==> src/sv/srdb_pkg.sv <==
// Shared types and constants for the sequence reorder delivery buffer.
// Holds the descriptor layout, status codes, sequencer states and the
// control and condition structs passed between the sequencer and datapath.
package srdb_pkg;

  localparam int unsigned SEQ_W    = 16;
  localparam int unsigned HANDLE_W = 16;
  localparam int unsigned LEN_W    = 12;
  localparam int unsigned REL_W    = 7;
  localparam logic        OP_PUSH  = 1'b0;
  localparam logic        OP_POP   = 1'b1;

  // Descriptor: handle in bits 15..0, length in 27..16, send flag in bit 28.
  typedef struct packed {
    logic                send;
    logic [LEN_W-1:0]    len;
    logic [HANDLE_W-1:0] handle;
  } desc_t;

  typedef struct packed {
    logic  valid;
    desc_t desc;
  } slot_t;

  localparam int unsigned DESC_W = $bits(desc_t);
  localparam int unsigned SLOT_W = $bits(slot_t);

  typedef enum logic [1:0] {
    ST_OK     = 2'd0,
    ST_STALE  = 2'd1,
    ST_BEYOND = 2'd2,
    ST_EMPTY  = 2'd3
  } status_t;

  typedef enum logic [2:0] {
    S_CLEAR,
    S_IDLE,
    S_STORE,
    S_SLOT_RD,
    S_SLOT_CHK,
    S_FIFO_RD,
    S_FIFO_CHK,
    S_DONE
  } state_t;

  // Conditions reported by the datapath to the sequencer.
  typedef struct packed {
    logic cfg_we;
    logic in_valid;
    logic is_pop;
    logic in_window;
    logic clr_last;
    logic slot_hit;
    logic fifo_empty;
    logic head_send;
    logic out_free;
  } cond_t;

  // Per-cycle commands from the sequencer to the datapath.
  typedef struct packed {
    logic accept;
    logic clr_wr;
    logic store_wr;
    logic slot_rd;
    logic release_slot;
    logic fifo_rd;
    logic set_empty;
    logic skip;
    logic pop_take;
    logic load_out;
  } ctrl_t;

endpackage

==> src/sv/sequence_reorder_delivery_buffer_top.sv <==
// Top level of the sequence reorder delivery buffer: datapath registers,
// the slot store and delivery queue memories, and the sequencer.
// Depends on srdb_pkg, srdb_ram and srdb_fsm.
//
//   Channel  Direction  Handshake              Payload
//   in_      in         in_valid / in_stall    op, seq_num, packet_handle,
//                                              data_length, send_flag, max_bytes
//   out_     out        out_valid / out_stall  status, next_expected,
//                                              released_count, handle,
//                                              byte_offset, byte_count,
//                                              packet_done
//   cfg_     in         cfg_wr_en              initial_sequence
//
// Every item is taken in the idle step. A dropped push goes straight to
// the final step; an in-window push stores its descriptor and then walks
// the slot ring, releasing packets; a pop walks the delivery queue, skipping
// send packets. Each memory has a single read port, so every slot or queue
// entry examined takes a read step and a check step.
// Reset, and every configuration write, start a clearing pass over every
// entry of the slot store, during which in_stall is held high.
// A finished result sits in the output register while the next item is
// taken; a result that is still waiting holds the sequencer in its final
// step until out_stall falls.
module sequence_reorder_delivery_buffer_top
  import srdb_pkg::*;
#(
  parameter int unsigned WINDOW         = 64,
  parameter int unsigned DELIVERY_DEPTH = 64
) (
  input  logic                clk,
  input  logic                rst_n,
  // Configuration
  input  logic                cfg_wr_en,
  input  logic [SEQ_W-1:0]    cfg_wr_data,
  // Input channel
  input  logic                in_valid,
  output logic                in_stall,
  input  logic                in_op,
  input  logic [SEQ_W-1:0]    in_seq_num,
  input  logic [HANDLE_W-1:0] in_packet_handle,
  input  logic [LEN_W-1:0]    in_data_length,
  input  logic                in_send_flag,
  input  logic [LEN_W-1:0]    in_max_bytes,
  // Result channel
  output logic                out_valid,
  input  logic                out_stall,
  output logic [1:0]          out_status,
  output logic [SEQ_W-1:0]    out_next_expected,
  output logic [REL_W-1:0]    out_released_count,
  output logic [HANDLE_W-1:0] out_handle,
  output logic [LEN_W-1:0]    out_byte_offset,
  output logic [LEN_W-1:0]    out_byte_count,
  output logic                out_packet_done
);

  // Slot ring index, queue index and queue occupancy widths.
  localparam int unsigned SW = $clog2(WINDOW);
  localparam int unsigned HW = $clog2(DELIVERY_DEPTH);
  localparam int unsigned CW = $clog2(DELIVERY_DEPTH + 1);

  ctrl_t ctrl;
  cond_t cond;

  // Control state, cleared by reset.
  logic [SEQ_W-1:0] expected_r, expected_nxt;
  logic [SW-1:0]    ring_base_r, ring_base_nxt;
  logic [SW-1:0]    clr_cnt_r, clr_cnt_nxt;
  logic [HW-1:0]    head_r, head_nxt;
  logic [CW-1:0]    count_r, count_nxt;
  logic [LEN_W-1:0] roff_r, roff_nxt;
  logic             out_valid_r, out_valid_nxt;

  // Item and result working registers.
  desc_t            desc_r, desc_nxt;
  logic [LEN_W-1:0] maxb_r, maxb_nxt;
  logic [SW-1:0]    dist_r, dist_nxt;
  status_t          res_status_r, res_status_nxt;
  logic [REL_W-1:0] res_rel_r, res_rel_nxt;
  logic [HANDLE_W-1:0] res_handle_r, res_handle_nxt;
  logic [LEN_W-1:0] res_offs_r, res_offs_nxt;
  logic [LEN_W-1:0] res_cnt_r, res_cnt_nxt;
  logic             res_done_r, res_done_nxt;

  // Output register.
  status_t          o_status_r, o_status_nxt;
  logic [SEQ_W-1:0] o_expected_r, o_expected_nxt;
  logic [REL_W-1:0] o_rel_r, o_rel_nxt;
  logic [HANDLE_W-1:0] o_handle_r, o_handle_nxt;
  logic [LEN_W-1:0] o_offs_r, o_offs_nxt;
  logic [LEN_W-1:0] o_cnt_r, o_cnt_nxt;
  logic             o_done_r, o_done_nxt;

  // Memory ports.
  logic              slot_we;
  logic [SW-1:0]     slot_waddr;
  slot_t             slot_wdata;
  logic [SLOT_W-1:0] slot_rdata_raw;
  slot_t             slot_rdata;
  logic              fifo_we;
  logic [HW-1:0]     fifo_waddr;
  logic [DESC_W-1:0] fifo_rdata_raw;
  desc_t             fifo_rdata;

  // Shared arithmetic.
  logic [SEQ_W-1:0] dist_in;
  logic             in_fire;
  logic             in_window;
  logic [SW:0]      slot_sum;
  logic [SW-1:0]    slot_addr;
  logic [SW-1:0]    ring_inc;
  logic [HW-1:0]    head_inc;
  logic [CW:0]      tail_sum;
  logic [HW-1:0]    tail_addr;
  logic             fifo_full;
  logic [LEN_W:0]   pop_sum;
  logic             pop_fin;

  assign in_fire = in_valid && ctrl.accept;
  assign in_stall = !ctrl.accept;

  // Serial-number distance from the expected sequence number.
  assign dist_in   = in_seq_num - expected_r;
  assign in_window = dist_in < SEQ_W'(WINDOW);

  // Ring arithmetic: each sum stays below twice the modulus, so one
  // compare and subtract brings the sum back into range.
  assign slot_sum  = {1'b0, ring_base_r} + {1'b0, dist_r};
  assign slot_addr = (slot_sum >= (SW + 1)'(WINDOW)) ?
                     SW'(slot_sum - (SW + 1)'(WINDOW)) : SW'(slot_sum);
  assign ring_inc  = (ring_base_r == SW'(WINDOW - 1)) ? '0 : ring_base_r + SW'(1);
  assign head_inc  = (head_r == HW'(DELIVERY_DEPTH - 1)) ? '0 : head_r + HW'(1);
  assign tail_sum  = (CW + 1)'(head_r) + (CW + 1)'(count_r);
  assign tail_addr = (tail_sum >= (CW + 1)'(DELIVERY_DEPTH)) ?
                     HW'(tail_sum - (CW + 1)'(DELIVERY_DEPTH)) : HW'(tail_sum);
  assign fifo_full = count_r == CW'(DELIVERY_DEPTH);

  // Pop: the head packet is finished once the offset plus the request
  // reaches its length.
  assign pop_sum = {1'b0, roff_r} + {1'b0, maxb_r};
  assign pop_fin = pop_sum >= {1'b0, fifo_rdata.len};

  assign slot_rdata = slot_t'(slot_rdata_raw);
  assign fifo_rdata = desc_t'(fifo_rdata_raw);

  always_comb begin
    cond            = '0;
    cond.cfg_we     = cfg_wr_en;
    cond.in_valid   = in_valid;
    cond.is_pop     = in_op == OP_POP;
    cond.in_window  = in_window;
    cond.clr_last   = clr_cnt_r == SW'(WINDOW - 1);
    cond.slot_hit   = slot_rdata.valid && !fifo_full;
    cond.fifo_empty = count_r == '0;
    cond.head_send  = fifo_rdata.send;
    cond.out_free   = !out_valid_r || !out_stall;
  end

  // Slot store write port: clearing pass, descriptor store, or release.
  always_comb begin
    slot_we    = ctrl.clr_wr || ctrl.store_wr || ctrl.release_slot;
    slot_waddr = ring_base_r;
    slot_wdata = '0;
    if (ctrl.clr_wr) begin
      slot_waddr = clr_cnt_r;
    end else if (ctrl.store_wr) begin
      slot_waddr       = slot_addr;
      slot_wdata.valid = 1'b1;
      slot_wdata.desc  = desc_r;
    end
  end

  assign fifo_we    = ctrl.release_slot;
  assign fifo_waddr = tail_addr;

  srdb_ram #(
    .DEPTH (WINDOW),
    .WIDTH (SLOT_W)
  ) u_slot_ram (
    .clk     (clk),
    .wr_en   (slot_we),
    .wr_addr (slot_waddr),
    .wr_data (slot_wdata),
    .rd_en   (ctrl.slot_rd),
    .rd_addr (ring_base_r),
    .rd_data (slot_rdata_raw)
  );

  srdb_ram #(
    .DEPTH (DELIVERY_DEPTH),
    .WIDTH (DESC_W)
  ) u_fifo_ram (
    .clk     (clk),
    .wr_en   (fifo_we),
    .wr_addr (fifo_waddr),
    .wr_data (slot_rdata.desc),
    .rd_en   (ctrl.fifo_rd),
    .rd_addr (head_r),
    .rd_data (fifo_rdata_raw)
  );

  srdb_fsm u_fsm (
    .clk   (clk),
    .rst_n (rst_n),
    .cond  (cond),
    .ctrl  (ctrl)
  );

  always_comb begin
    expected_nxt   = expected_r;
    ring_base_nxt  = ring_base_r;
    clr_cnt_nxt    = clr_cnt_r;
    head_nxt       = head_r;
    count_nxt      = count_r;
    roff_nxt       = roff_r;
    desc_nxt       = desc_r;
    maxb_nxt       = maxb_r;
    dist_nxt       = dist_r;
    res_status_nxt = res_status_r;
    res_rel_nxt    = res_rel_r;
    res_handle_nxt = res_handle_r;
    res_offs_nxt   = res_offs_r;
    res_cnt_nxt    = res_cnt_r;
    res_done_nxt   = res_done_r;

    if (cfg_wr_en) begin
      // A new connection: load the expected number and rebase the ring.
      // The delivery queue and its read offset are kept.
      expected_nxt  = cfg_wr_data;
      ring_base_nxt = '0;
      clr_cnt_nxt   = '0;
    end else begin
      if (ctrl.clr_wr) begin
        clr_cnt_nxt = clr_cnt_r + SW'(1);
      end

      if (in_fire) begin
        desc_nxt.handle = in_packet_handle;
        desc_nxt.len    = in_data_length;
        desc_nxt.send   = in_send_flag;
        maxb_nxt        = in_max_bytes;
        dist_nxt        = SW'(dist_in);
        res_rel_nxt     = '0;
        res_handle_nxt  = '0;
        res_offs_nxt    = '0;
        res_cnt_nxt     = '0;
        res_done_nxt    = 1'b0;
        if (in_op == OP_POP || in_window) begin
          res_status_nxt = ST_OK;
        end else if (dist_in[SEQ_W-1]) begin
          res_status_nxt = ST_STALE;
        end else begin
          res_status_nxt = ST_BEYOND;
        end
      end

      if (ctrl.release_slot) begin
        expected_nxt  = expected_r + SEQ_W'(1);
        ring_base_nxt = ring_inc;
        count_nxt     = count_r + CW'(1);
        if (res_rel_r != '1) begin
          res_rel_nxt = res_rel_r + REL_W'(1);
        end
      end

      if (ctrl.set_empty) begin
        res_status_nxt = ST_EMPTY;
      end

      if (ctrl.skip) begin
        head_nxt  = head_inc;
        count_nxt = count_r - CW'(1);
      end

      if (ctrl.pop_take) begin
        res_handle_nxt = fifo_rdata.handle;
        res_offs_nxt   = roff_r;
        res_done_nxt   = pop_fin;
        if (pop_fin) begin
          res_cnt_nxt = (fifo_rdata.len >= roff_r) ? fifo_rdata.len - roff_r : '0;
          head_nxt    = head_inc;
          count_nxt   = count_r - CW'(1);
          roff_nxt    = '0;
        end else begin
          res_cnt_nxt = maxb_r;
          roff_nxt    = pop_sum[LEN_W-1:0];
        end
      end
    end
  end

  // Output register and its valid bit.
  always_comb begin
    o_status_nxt   = o_status_r;
    o_expected_nxt = o_expected_r;
    o_rel_nxt      = o_rel_r;
    o_handle_nxt   = o_handle_r;
    o_offs_nxt     = o_offs_r;
    o_cnt_nxt      = o_cnt_r;
    o_done_nxt     = o_done_r;
    out_valid_nxt  = out_valid_r && out_stall;
    if (ctrl.load_out) begin
      o_status_nxt   = res_status_r;
      o_expected_nxt = expected_r;
      o_rel_nxt      = res_rel_r;
      o_handle_nxt   = res_handle_r;
      o_offs_nxt     = res_offs_r;
      o_cnt_nxt      = res_cnt_r;
      o_done_nxt     = res_done_r;
      out_valid_nxt  = 1'b1;
    end
  end

  always_ff @(posedge clk) begin
    if (!rst_n) begin
      expected_r  <= '0;
      ring_base_r <= '0;
      clr_cnt_r   <= '0;
      head_r      <= '0;
      count_r     <= '0;
      roff_r      <= '0;
      out_valid_r <= 1'b0;
    end else begin
      expected_r  <= expected_nxt;
      ring_base_r <= ring_base_nxt;
      clr_cnt_r   <= clr_cnt_nxt;
      head_r      <= head_nxt;
      count_r     <= count_nxt;
      roff_r      <= roff_nxt;
      out_valid_r <= out_valid_nxt;
    end
  end

  always_ff @(posedge clk) begin
    desc_r       <= desc_nxt;
    maxb_r       <= maxb_nxt;
    dist_r       <= dist_nxt;
    res_status_r <= res_status_nxt;
    res_rel_r    <= res_rel_nxt;
    res_handle_r <= res_handle_nxt;
    res_offs_r   <= res_offs_nxt;
    res_cnt_r    <= res_cnt_nxt;
    res_done_r   <= res_done_nxt;
    o_status_r   <= o_status_nxt;
    o_expected_r <= o_expected_nxt;
    o_rel_r      <= o_rel_nxt;
    o_handle_r   <= o_handle_nxt;
    o_offs_r     <= o_offs_nxt;
    o_cnt_r      <= o_cnt_nxt;
    o_done_r     <= o_done_nxt;
  end

  assign out_valid          = out_valid_r;
  assign out_status         = o_status_r;
  assign out_next_expected  = o_expected_r;
  assign out_released_count = o_rel_r;
  assign out_handle         = o_handle_r;
  assign out_byte_offset    = o_offs_r;
  assign out_byte_count     = o_cnt_r;
  assign out_packet_done    = o_done_r;

endmodule

==> src/sv/srdb_ram.sv <==
// Simple dual-port memory: one write port and one read port with registered
// read data. Used for the slot store and for the delivery queue.
// No dependencies.
module srdb_ram #(
  parameter int unsigned DEPTH = 64,
  parameter int unsigned WIDTH = 30,
  parameter int unsigned AW    = $clog2(DEPTH)
) (
  input  logic             clk,
  input  logic             wr_en,
  input  logic [AW-1:0]    wr_addr,
  input  logic [WIDTH-1:0] wr_data,
  input  logic             rd_en,
  input  logic [AW-1:0]    rd_addr,
  output logic [WIDTH-1:0] rd_data
);

  logic [WIDTH-1:0] mem [DEPTH];
  logic [WIDTH-1:0] rd_data_r;

  always_ff @(posedge clk) begin
    if (wr_en) begin
      mem[wr_addr] <= wr_data;
    end
  end

  always_ff @(posedge clk) begin
    if (rd_en) begin
      rd_data_r <= mem[rd_addr];
    end
  end

  assign rd_data = rd_data_r;

endmodule

==> src/sv/srdb_fsm.sv <==
// Sequencer of the reorder buffer: steps the shared datapath through the
// clearing pass, slot store, release walk and pop walk.
// Depends on srdb_pkg.
module srdb_fsm
  import srdb_pkg::*;
(
  input  logic  clk,
  input  logic  rst_n,
  input  cond_t cond,
  output ctrl_t ctrl
);

  state_t state_r;
  state_t state_nxt;

  always_ff @(posedge clk) begin
    if (!rst_n) begin
      state_r <= S_CLEAR;
    end else begin
      state_r <= state_nxt;
    end
  end

  always_comb begin
    state_nxt = state_r;
    if (cond.cfg_we) begin
      state_nxt = S_CLEAR;
    end else begin
      unique case (state_r)
        S_CLEAR: begin
          if (cond.clr_last) begin
            state_nxt = S_IDLE;
          end
        end
        S_IDLE: begin
          if (cond.in_valid) begin
            if (cond.is_pop) begin
              state_nxt = S_FIFO_RD;
            end else if (cond.in_window) begin
              state_nxt = S_STORE;
            end else begin
              state_nxt = S_DONE;
            end
          end
        end
        S_STORE:    state_nxt = S_SLOT_RD;
        S_SLOT_RD:  state_nxt = S_SLOT_CHK;
        S_SLOT_CHK: state_nxt = cond.slot_hit ? S_SLOT_RD : S_DONE;
        S_FIFO_RD:  state_nxt = cond.fifo_empty ? S_DONE : S_FIFO_CHK;
        S_FIFO_CHK: state_nxt = cond.head_send ? S_FIFO_RD : S_DONE;
        S_DONE: begin
          if (cond.out_free) begin
            state_nxt = S_IDLE;
          end
        end
        default:    state_nxt = S_CLEAR;
      endcase
    end
  end

  always_comb begin
    ctrl = '0;
    unique case (state_r)
      S_CLEAR:    ctrl.clr_wr = 1'b1;
      S_IDLE:     ctrl.accept = !cond.cfg_we;
      S_STORE:    ctrl.store_wr = 1'b1;
      S_SLOT_RD:  ctrl.slot_rd = 1'b1;
      S_SLOT_CHK: ctrl.release_slot = cond.slot_hit;
      S_FIFO_RD: begin
        ctrl.fifo_rd   = !cond.fifo_empty;
        ctrl.set_empty = cond.fifo_empty;
      end
      S_FIFO_CHK: begin
        ctrl.skip     = cond.head_send;
        ctrl.pop_take = !cond.head_send;
      end
      S_DONE:     ctrl.load_out = cond.out_free;
      default:    ctrl = '0;
    endcase
  end

endmodule

==> config.mk <==
export PLATFORM = sky130hd
export DESIGN_NAME = sequence_reorder_delivery_buffer_top
export DESIGN_NICKNAME = d
export VERILOG_FILES = /design/src/sv/srdb_pkg.sv /design/src/sv/sequence_reorder_delivery_buffer_top.sv /design/src/sv/srdb_ram.sv /design/src/sv/srdb_fsm.sv
export SDC_FILE = /design/constraint.sdc
export NUM_CORES = 2
export LEC_CHECK = 0
export BUFFER_PORTS_ARGS = -buffer_cell sky130_fd_sc_hd__buf_2
export CORE_MARGIN = 5
export CORE_UTILIZATION = 49
export DETAILED_ROUTE_END_ITERATION = 8
export GPL_TIMING_DRIVEN = 0
export PLACE_DENSITY_LB_ADDON = 0.12
export SYNTH_ARGS = -nofsm -noshare
export SYNTH_HDL_FRONTEND = slang
export SYNTH_HIERARCHICAL = 1
export SYNTH_SLANG_ARGS = --single-unit
export TNS_END_PERCENT = 20
==> constraint.sdc <==
create_clock -name clk -period 7.5 [get_ports clk]
set_input_delay 1.5 -clock clk [delete_from_list [all_inputs] [get_ports clk]]
set_output_delay 1.5 -clock clk [all_outputs]
set_load 0.03 [all_outputs]
# After elaboration in Yosys (flattened, before gate mapping)
# Memory sizes are Yosys's and may differ from the RTL's. A register that Yosys moved wholly into a read port is not among the register bits.
# Index checks and enable logic that the tools add are counted.
[classes]
n_reduce_logical = 25
mul = 0
mux = 55
eq_ne = 15
bitwise = 2
n_shift = 0
add_sub_neg = 14
magnitude_cmp = 5
n_div = 0
[ops]
columns = ["op", "count"]
rows = [
  ["$mux 12", 6],
  ["$mux 16", 4],
  ["$mux 30", 2],
  ["$mux 6", 9],
  ["$mux 7", 7],
  ["$pmux 3 s8", 1],
  ["$add 6x1->6 const B", 3],
  ["$eq 6x6->1 const B", 3],
  ["$mux 3", 6],
  ["$add 16x1->16 const B", 1],
  ["$lt 16x7->1 const B", 1],
  ["$sub 16x16->16", 1],
  ["$add 7x1->7 const B", 2],
  ["$mux 1", 14],
  ["$add 12x12->13", 1],
  ["$ge 13x12->1", 1],
  ["$eq 3x3->1 const B", 4],
  ["$ge 12x12->1", 1],
  ["$mux 2", 6],
  ["$sub 12x12->12", 1],
  ["$sub 6x1->6 const B", 2],
  ["$add 6x7->8", 1],
  ["$ge 8x7->1 const B", 1],
  ["$reduce_and 2->1", 4],
  ["other kinds (18)", 34],
]
[word_totals]
reg_bits = 220
input_bits = 79
elab_cells = 144
romBits = 0
mem_count = 2
output_inout_bits = 68
mem_bits_rw = 3776
latch_bits = 0
[memory_table]
columns = ["memory", "depth", "width", "read_ports", "rd_ports_with_merged_regs", "write_ports", "line_no", "rtl"]
rows = [
  ["u_slot_ram.mem", 64, 30, 1, 1, 1, "srdb_ram.sv:18", "logic [WIDTH-1:0] mem [DEPTH];"],
  ["u_fifo_ram.mem", 64, 29, 1, 1, 1, "srdb_ram.sv:18", ""],
]

# Depth between registers and ports, before layout
[depth]
ltp_word = 8
depth_mapped = 18
mapped_depth_nobuf = 16

# Cells and area by module
# Netlist, hierarchy kept.
[by_module_without_submodules]
columns = ["mod", "cells_per_inst", "instances", "area_each_um2", "seq_area_each_um2"]
rows = [
  ["srdb_ram (u_slot_ram)", 3309, 1, 74268.7, 58556.2],
  ["srdb_ram (u_fifo_ram)", 3407, 1, 72908.7, 56604.3],
  ["sequence_reorder_delivery_buffer_top", 1009, 1, 11110.7, 5975.7],
  ["srdb_fsm", 40, 1, 294.0, 60.1],
]

# Least setup slack after synthesis
# OpenSTA, ideal clock, no wires.
[synth_path]
kind = "input-to-reg"
startpoint = "input cfg_wr_en"
endpoint = "register res_cnt_r[0], enable pin"
setup_slack_ns = 2.103
path_buffers = 0
arrival_time_ns = 4.901
setup_time_ns = 0.496
required_ns = 7.004
cell_stages = 3
cell_sequence = "nor4b_2 -> nand2_1 -> o21ai_0"
[synth_between]
elab_chain_cells = 5
elab_cells_between_ends = 6
classes_between = "1 x mux; 1 x bitwise; 4 x reduce/logical"
[synth_rtl]
columns = ["element", "line_no", "rtl"]
rows = [
  ["from (decl)", "sequence_reorder_delivery_buffer_top.sv:33", "input logic cfg_wr_en,"],
  ["$logic_not 1->1", "srdb_fsm.sv:65", "S_IDLE: ctrl.accept = !cond.cfg_we;"],
  ["$mux 1", "srdb_fsm.sv:63", "unique case (state_r)"],
  ["$logic_and 1x1->1", "sequence_reorder_delivery_buffer_top.sv:118", "assign in_fire = in_valid && ctrl.accept;"],
  ["$reduce_bool 2->1 (no line)", "n/a", ""],
  ["$reduce_and 2->1 (no line) *", "n/a", ""],
  ["to (signal assigned)", "sequence_reorder_delivery_buffer_top.sv:341", "res_cnt_r <= res_cnt_nxt;"],
  ["to (decl)", "sequence_reorder_delivery_buffer_top.sv:81", "logic [LEN_W-1:0] res_cnt_r, res_cnt_nxt;"],
]
# Mark *: on every way between the ends. The rest lies on a longest branch, timed or not.
# A chain may end at the register's enable or synchronous reset.

==> results.txt <==
Count of cell types in the netlist = 93
Failing checks = max-capacitance violations, max-slew violations
Delay of the slowest cell on the worst path = 780 ps
Sink Count = 4055
First-pass GRT wire length = 627400 µm
Initial antenna violation count = 30
Post-synthesis cell count = 7765
Die width = 578.9 µm
TritonCTS clock tree = yes
Number of nets still failing antenna checks after routing = 0
Yosys warning count = 6
CTS H-tree depth = 5
Routed Wire Length = 449400 µm
Num CTS Buffers = 414
# rows = 208
Comb power frac = 0.6%
Clock Latency Late Sink = 970 ps
Final setup violation count = 0
Outcome = finished, violations left
Vias = 81930
Sw Share = 19.57%
Buf/Inv on CP = 4
Buffers on Ports = 146
# IOs = 147
Peak fanout along the critical path = 20
DIE HEIGHT = 578.9 µm
Hpwl dp = 310800 µm
Least-Margin Pin Slew = 1511 ps
Synthesized cell area = 158600 µm²
Int Pwr = 35980 µW
Nets = 8718
Post-CTS sizing = 0
Wire per inst = 33.90 µm
Post-CTS Hold Fix Bufs = 0
Gr usage total = 26.59%
Clock Skew = 70.25 ps
Largest net degree at the start of global routing = 65
Critical Path AT = 6680 ps
Area leader, netlist = edfxtp_1
Area Overhead vs Synth = 16.05%
WP data required = 8100 ps
Finished Cell Area = 184000 µm²
Sequential-to-total area share from yosys stat = 76.42%
Worst path top cell family by delay = simple AND/OR/NAND/NOR gates
Fin. max-slew vios = 11
DRC = 0
FMAX = 164.6 MHz
Crit start category = flop
Clock share of power = 44.5%
Crit path kind = reg -> reg
Flop pwr share = 54.9%
Reg clk slew, reported paths = 60 ps
Post-synth EDFFs = 3998
GP Congestion = 0.9358
Period minus WS final = 6075 ps
Crit. End Element = flop
Layout cell share with drive strength beyond 1 = 24.36%
1st-pass router iterations = 5
Clk root buf = clkbuf_16
CTS Buffer Depth = 4
Iteration-0 DRC Markers = 9574
Cell mode on critical path = clkbuf_1
Net Switching = 8756 µW
Synth top area share = 75.71%
Die area = 335100 µm²
Final hold vios = 0
Period utilization = 81.00%
Most common cell after layout, fill and taps aside = edfxtp_1
Hold WC Path Type = reg -> reg
Core Util, Final = 57.21%
Syn Nets = 7918
Post-Place Cells = 12450
Asr flop ratio synth = 0%
Vias in the first global route = 81180
Most frequent cells in the layout = 3998 x edfxtp_1, 699 x mux4_2, 621 x mux2i_1
WHS = 419.2 ps
Finished Layout Cells = 13260
Peak supply drop = 202.7 µV
Routed vias/inst = 6.179
Critical Path, Cell by Cell = inv_1, ha_1, a31oi_1, nand2b_2, nor3b_2, clkbuf_1, clkbuf_1, or3_1, nor2b_1, nand3_1, nor2_4, buf_12
PD cells = 243.1 nW/µm²
RSZ-0062 raised after global routing = false
GR Overflow Total = 0
Flip-flop and latch count after synthesis = 4055
Critical Path Slowest Stage Cell = nor3b_2
Slew HR = -0.7235%
Core area = 321700 µm²
Top post-synthesis cells by area = edfxtp_1 76%, mux4_2 9.9%, mux2i_1 3.9%
Post-CTS Setup Bufs = 0
Syn_area_per_cell = 20.42 µm²
Placed Area = 170900 µm²
Max cap viols = 1
Starting Density = 49.30%
Total power = 44730 µW
Pleak = 0.05757 µW
Top FF cell, synth = edfxtp_1
flip-flops by register name, summed over array words and instances (netlist names), 16 cells and up:
| register | cells |
|---|---|
| res_handle_r | 16 |
| u_slot_ram/mem | 1920 |
| expected_r | 16 |
| out_handle | 16 |
| u_fifo_ram/rd_data | 29 |
| desc_r | 29 |
| u_slot_ram/rd_data | 30 |
| out_next_expected | 16 |
| u_fifo_ram/mem | 1856 |
cell type report:
cell class | count | area [µm²]
fillers | 23890 | 137600
flip-flops and latches | 4055 | 121200
multi-input cells | 3217 | 35700
clock buffers | 511 | 10940
repair buffers | 384 | 5891
well taps | 4305 | 5386
plain buffers | 416 | 2440
clock inverters | 259 | 2117
inverters | 77 | 289.0
diodes | 34 | 85.08
layer usage:
metal	global-route usage, %	wire length (µm)
met5	0	34
met4	11.50	22050
met3	3.823	32280
met2	43.23	218700
met1	36.30	176400
Yosys cell counts, types with 35 or more instances:
cell type,n
nand2_1,131
buf_2,114
clkbuf_1,169
a21oi_1,123
mux2_2,52
and2_1,67
buf_4,74
edfxtp_1,3998
nor2_1,259
ha_1,69
o21ai_0,95
o22ai_1,83
nand3_1,87
nor2b_1,79
inv_1,76
xnor2_1,36
buf_6,35
a22oi_1,273
mux2i_1,621
dfxtp_1,57
mux4_2,699
nand4_1,39
power by group through the flow:
stage	logic (µW)	clock network, µW	registers, µW
floorplan	134	0	25000
global placement	234	0	25000
detailed placement	247	0	25000
CTS	249	20200	24600
global route	270	21200	24500
finish	250	19900	24600
cell families after synthesis:
family	Yosys count	synth area share, %
flip-flops	4055	76.42
multiplexers	1382	14.37
AO/OA/AOI/OAI	874	3.885
AND/OR/NAND/NOR	836	2.709
buffers and inverters	493	1.720
adder cells (fa/ha/maj)	74	0.6075
XOR/XNOR	51	0.2817
stage by stage:
step           setup TNS (ps)  setup WS, ps
3_3_place_gp          -854050         -1709
2_1_floorplan               0          2103
6_report                    0          1425
3_5_place_dp                0          1541
4_1_cts                     0          1488
5_1_grt                     0          1173
path summary, 6_finish.rpt:
| path | startpoint | endpoint | slack, ps | cells after the start |
|---|---|---|---|---|
| hold / removal | res_offs_r[10] | out_byte_offset[10] | 420 | 0 |
| setup / recovery | count_r[0] | u_slot_ram/mem[22][1] | 1430 | 12 |
| hold reg to reg | res_offs_r[10] | out_byte_offset[10] | 420 | 0 |
| setup reg to reg | count_r[0] | u_slot_ram/mem[22][1] | 1430 | 12 |
(Power assumes the default switching activity.)
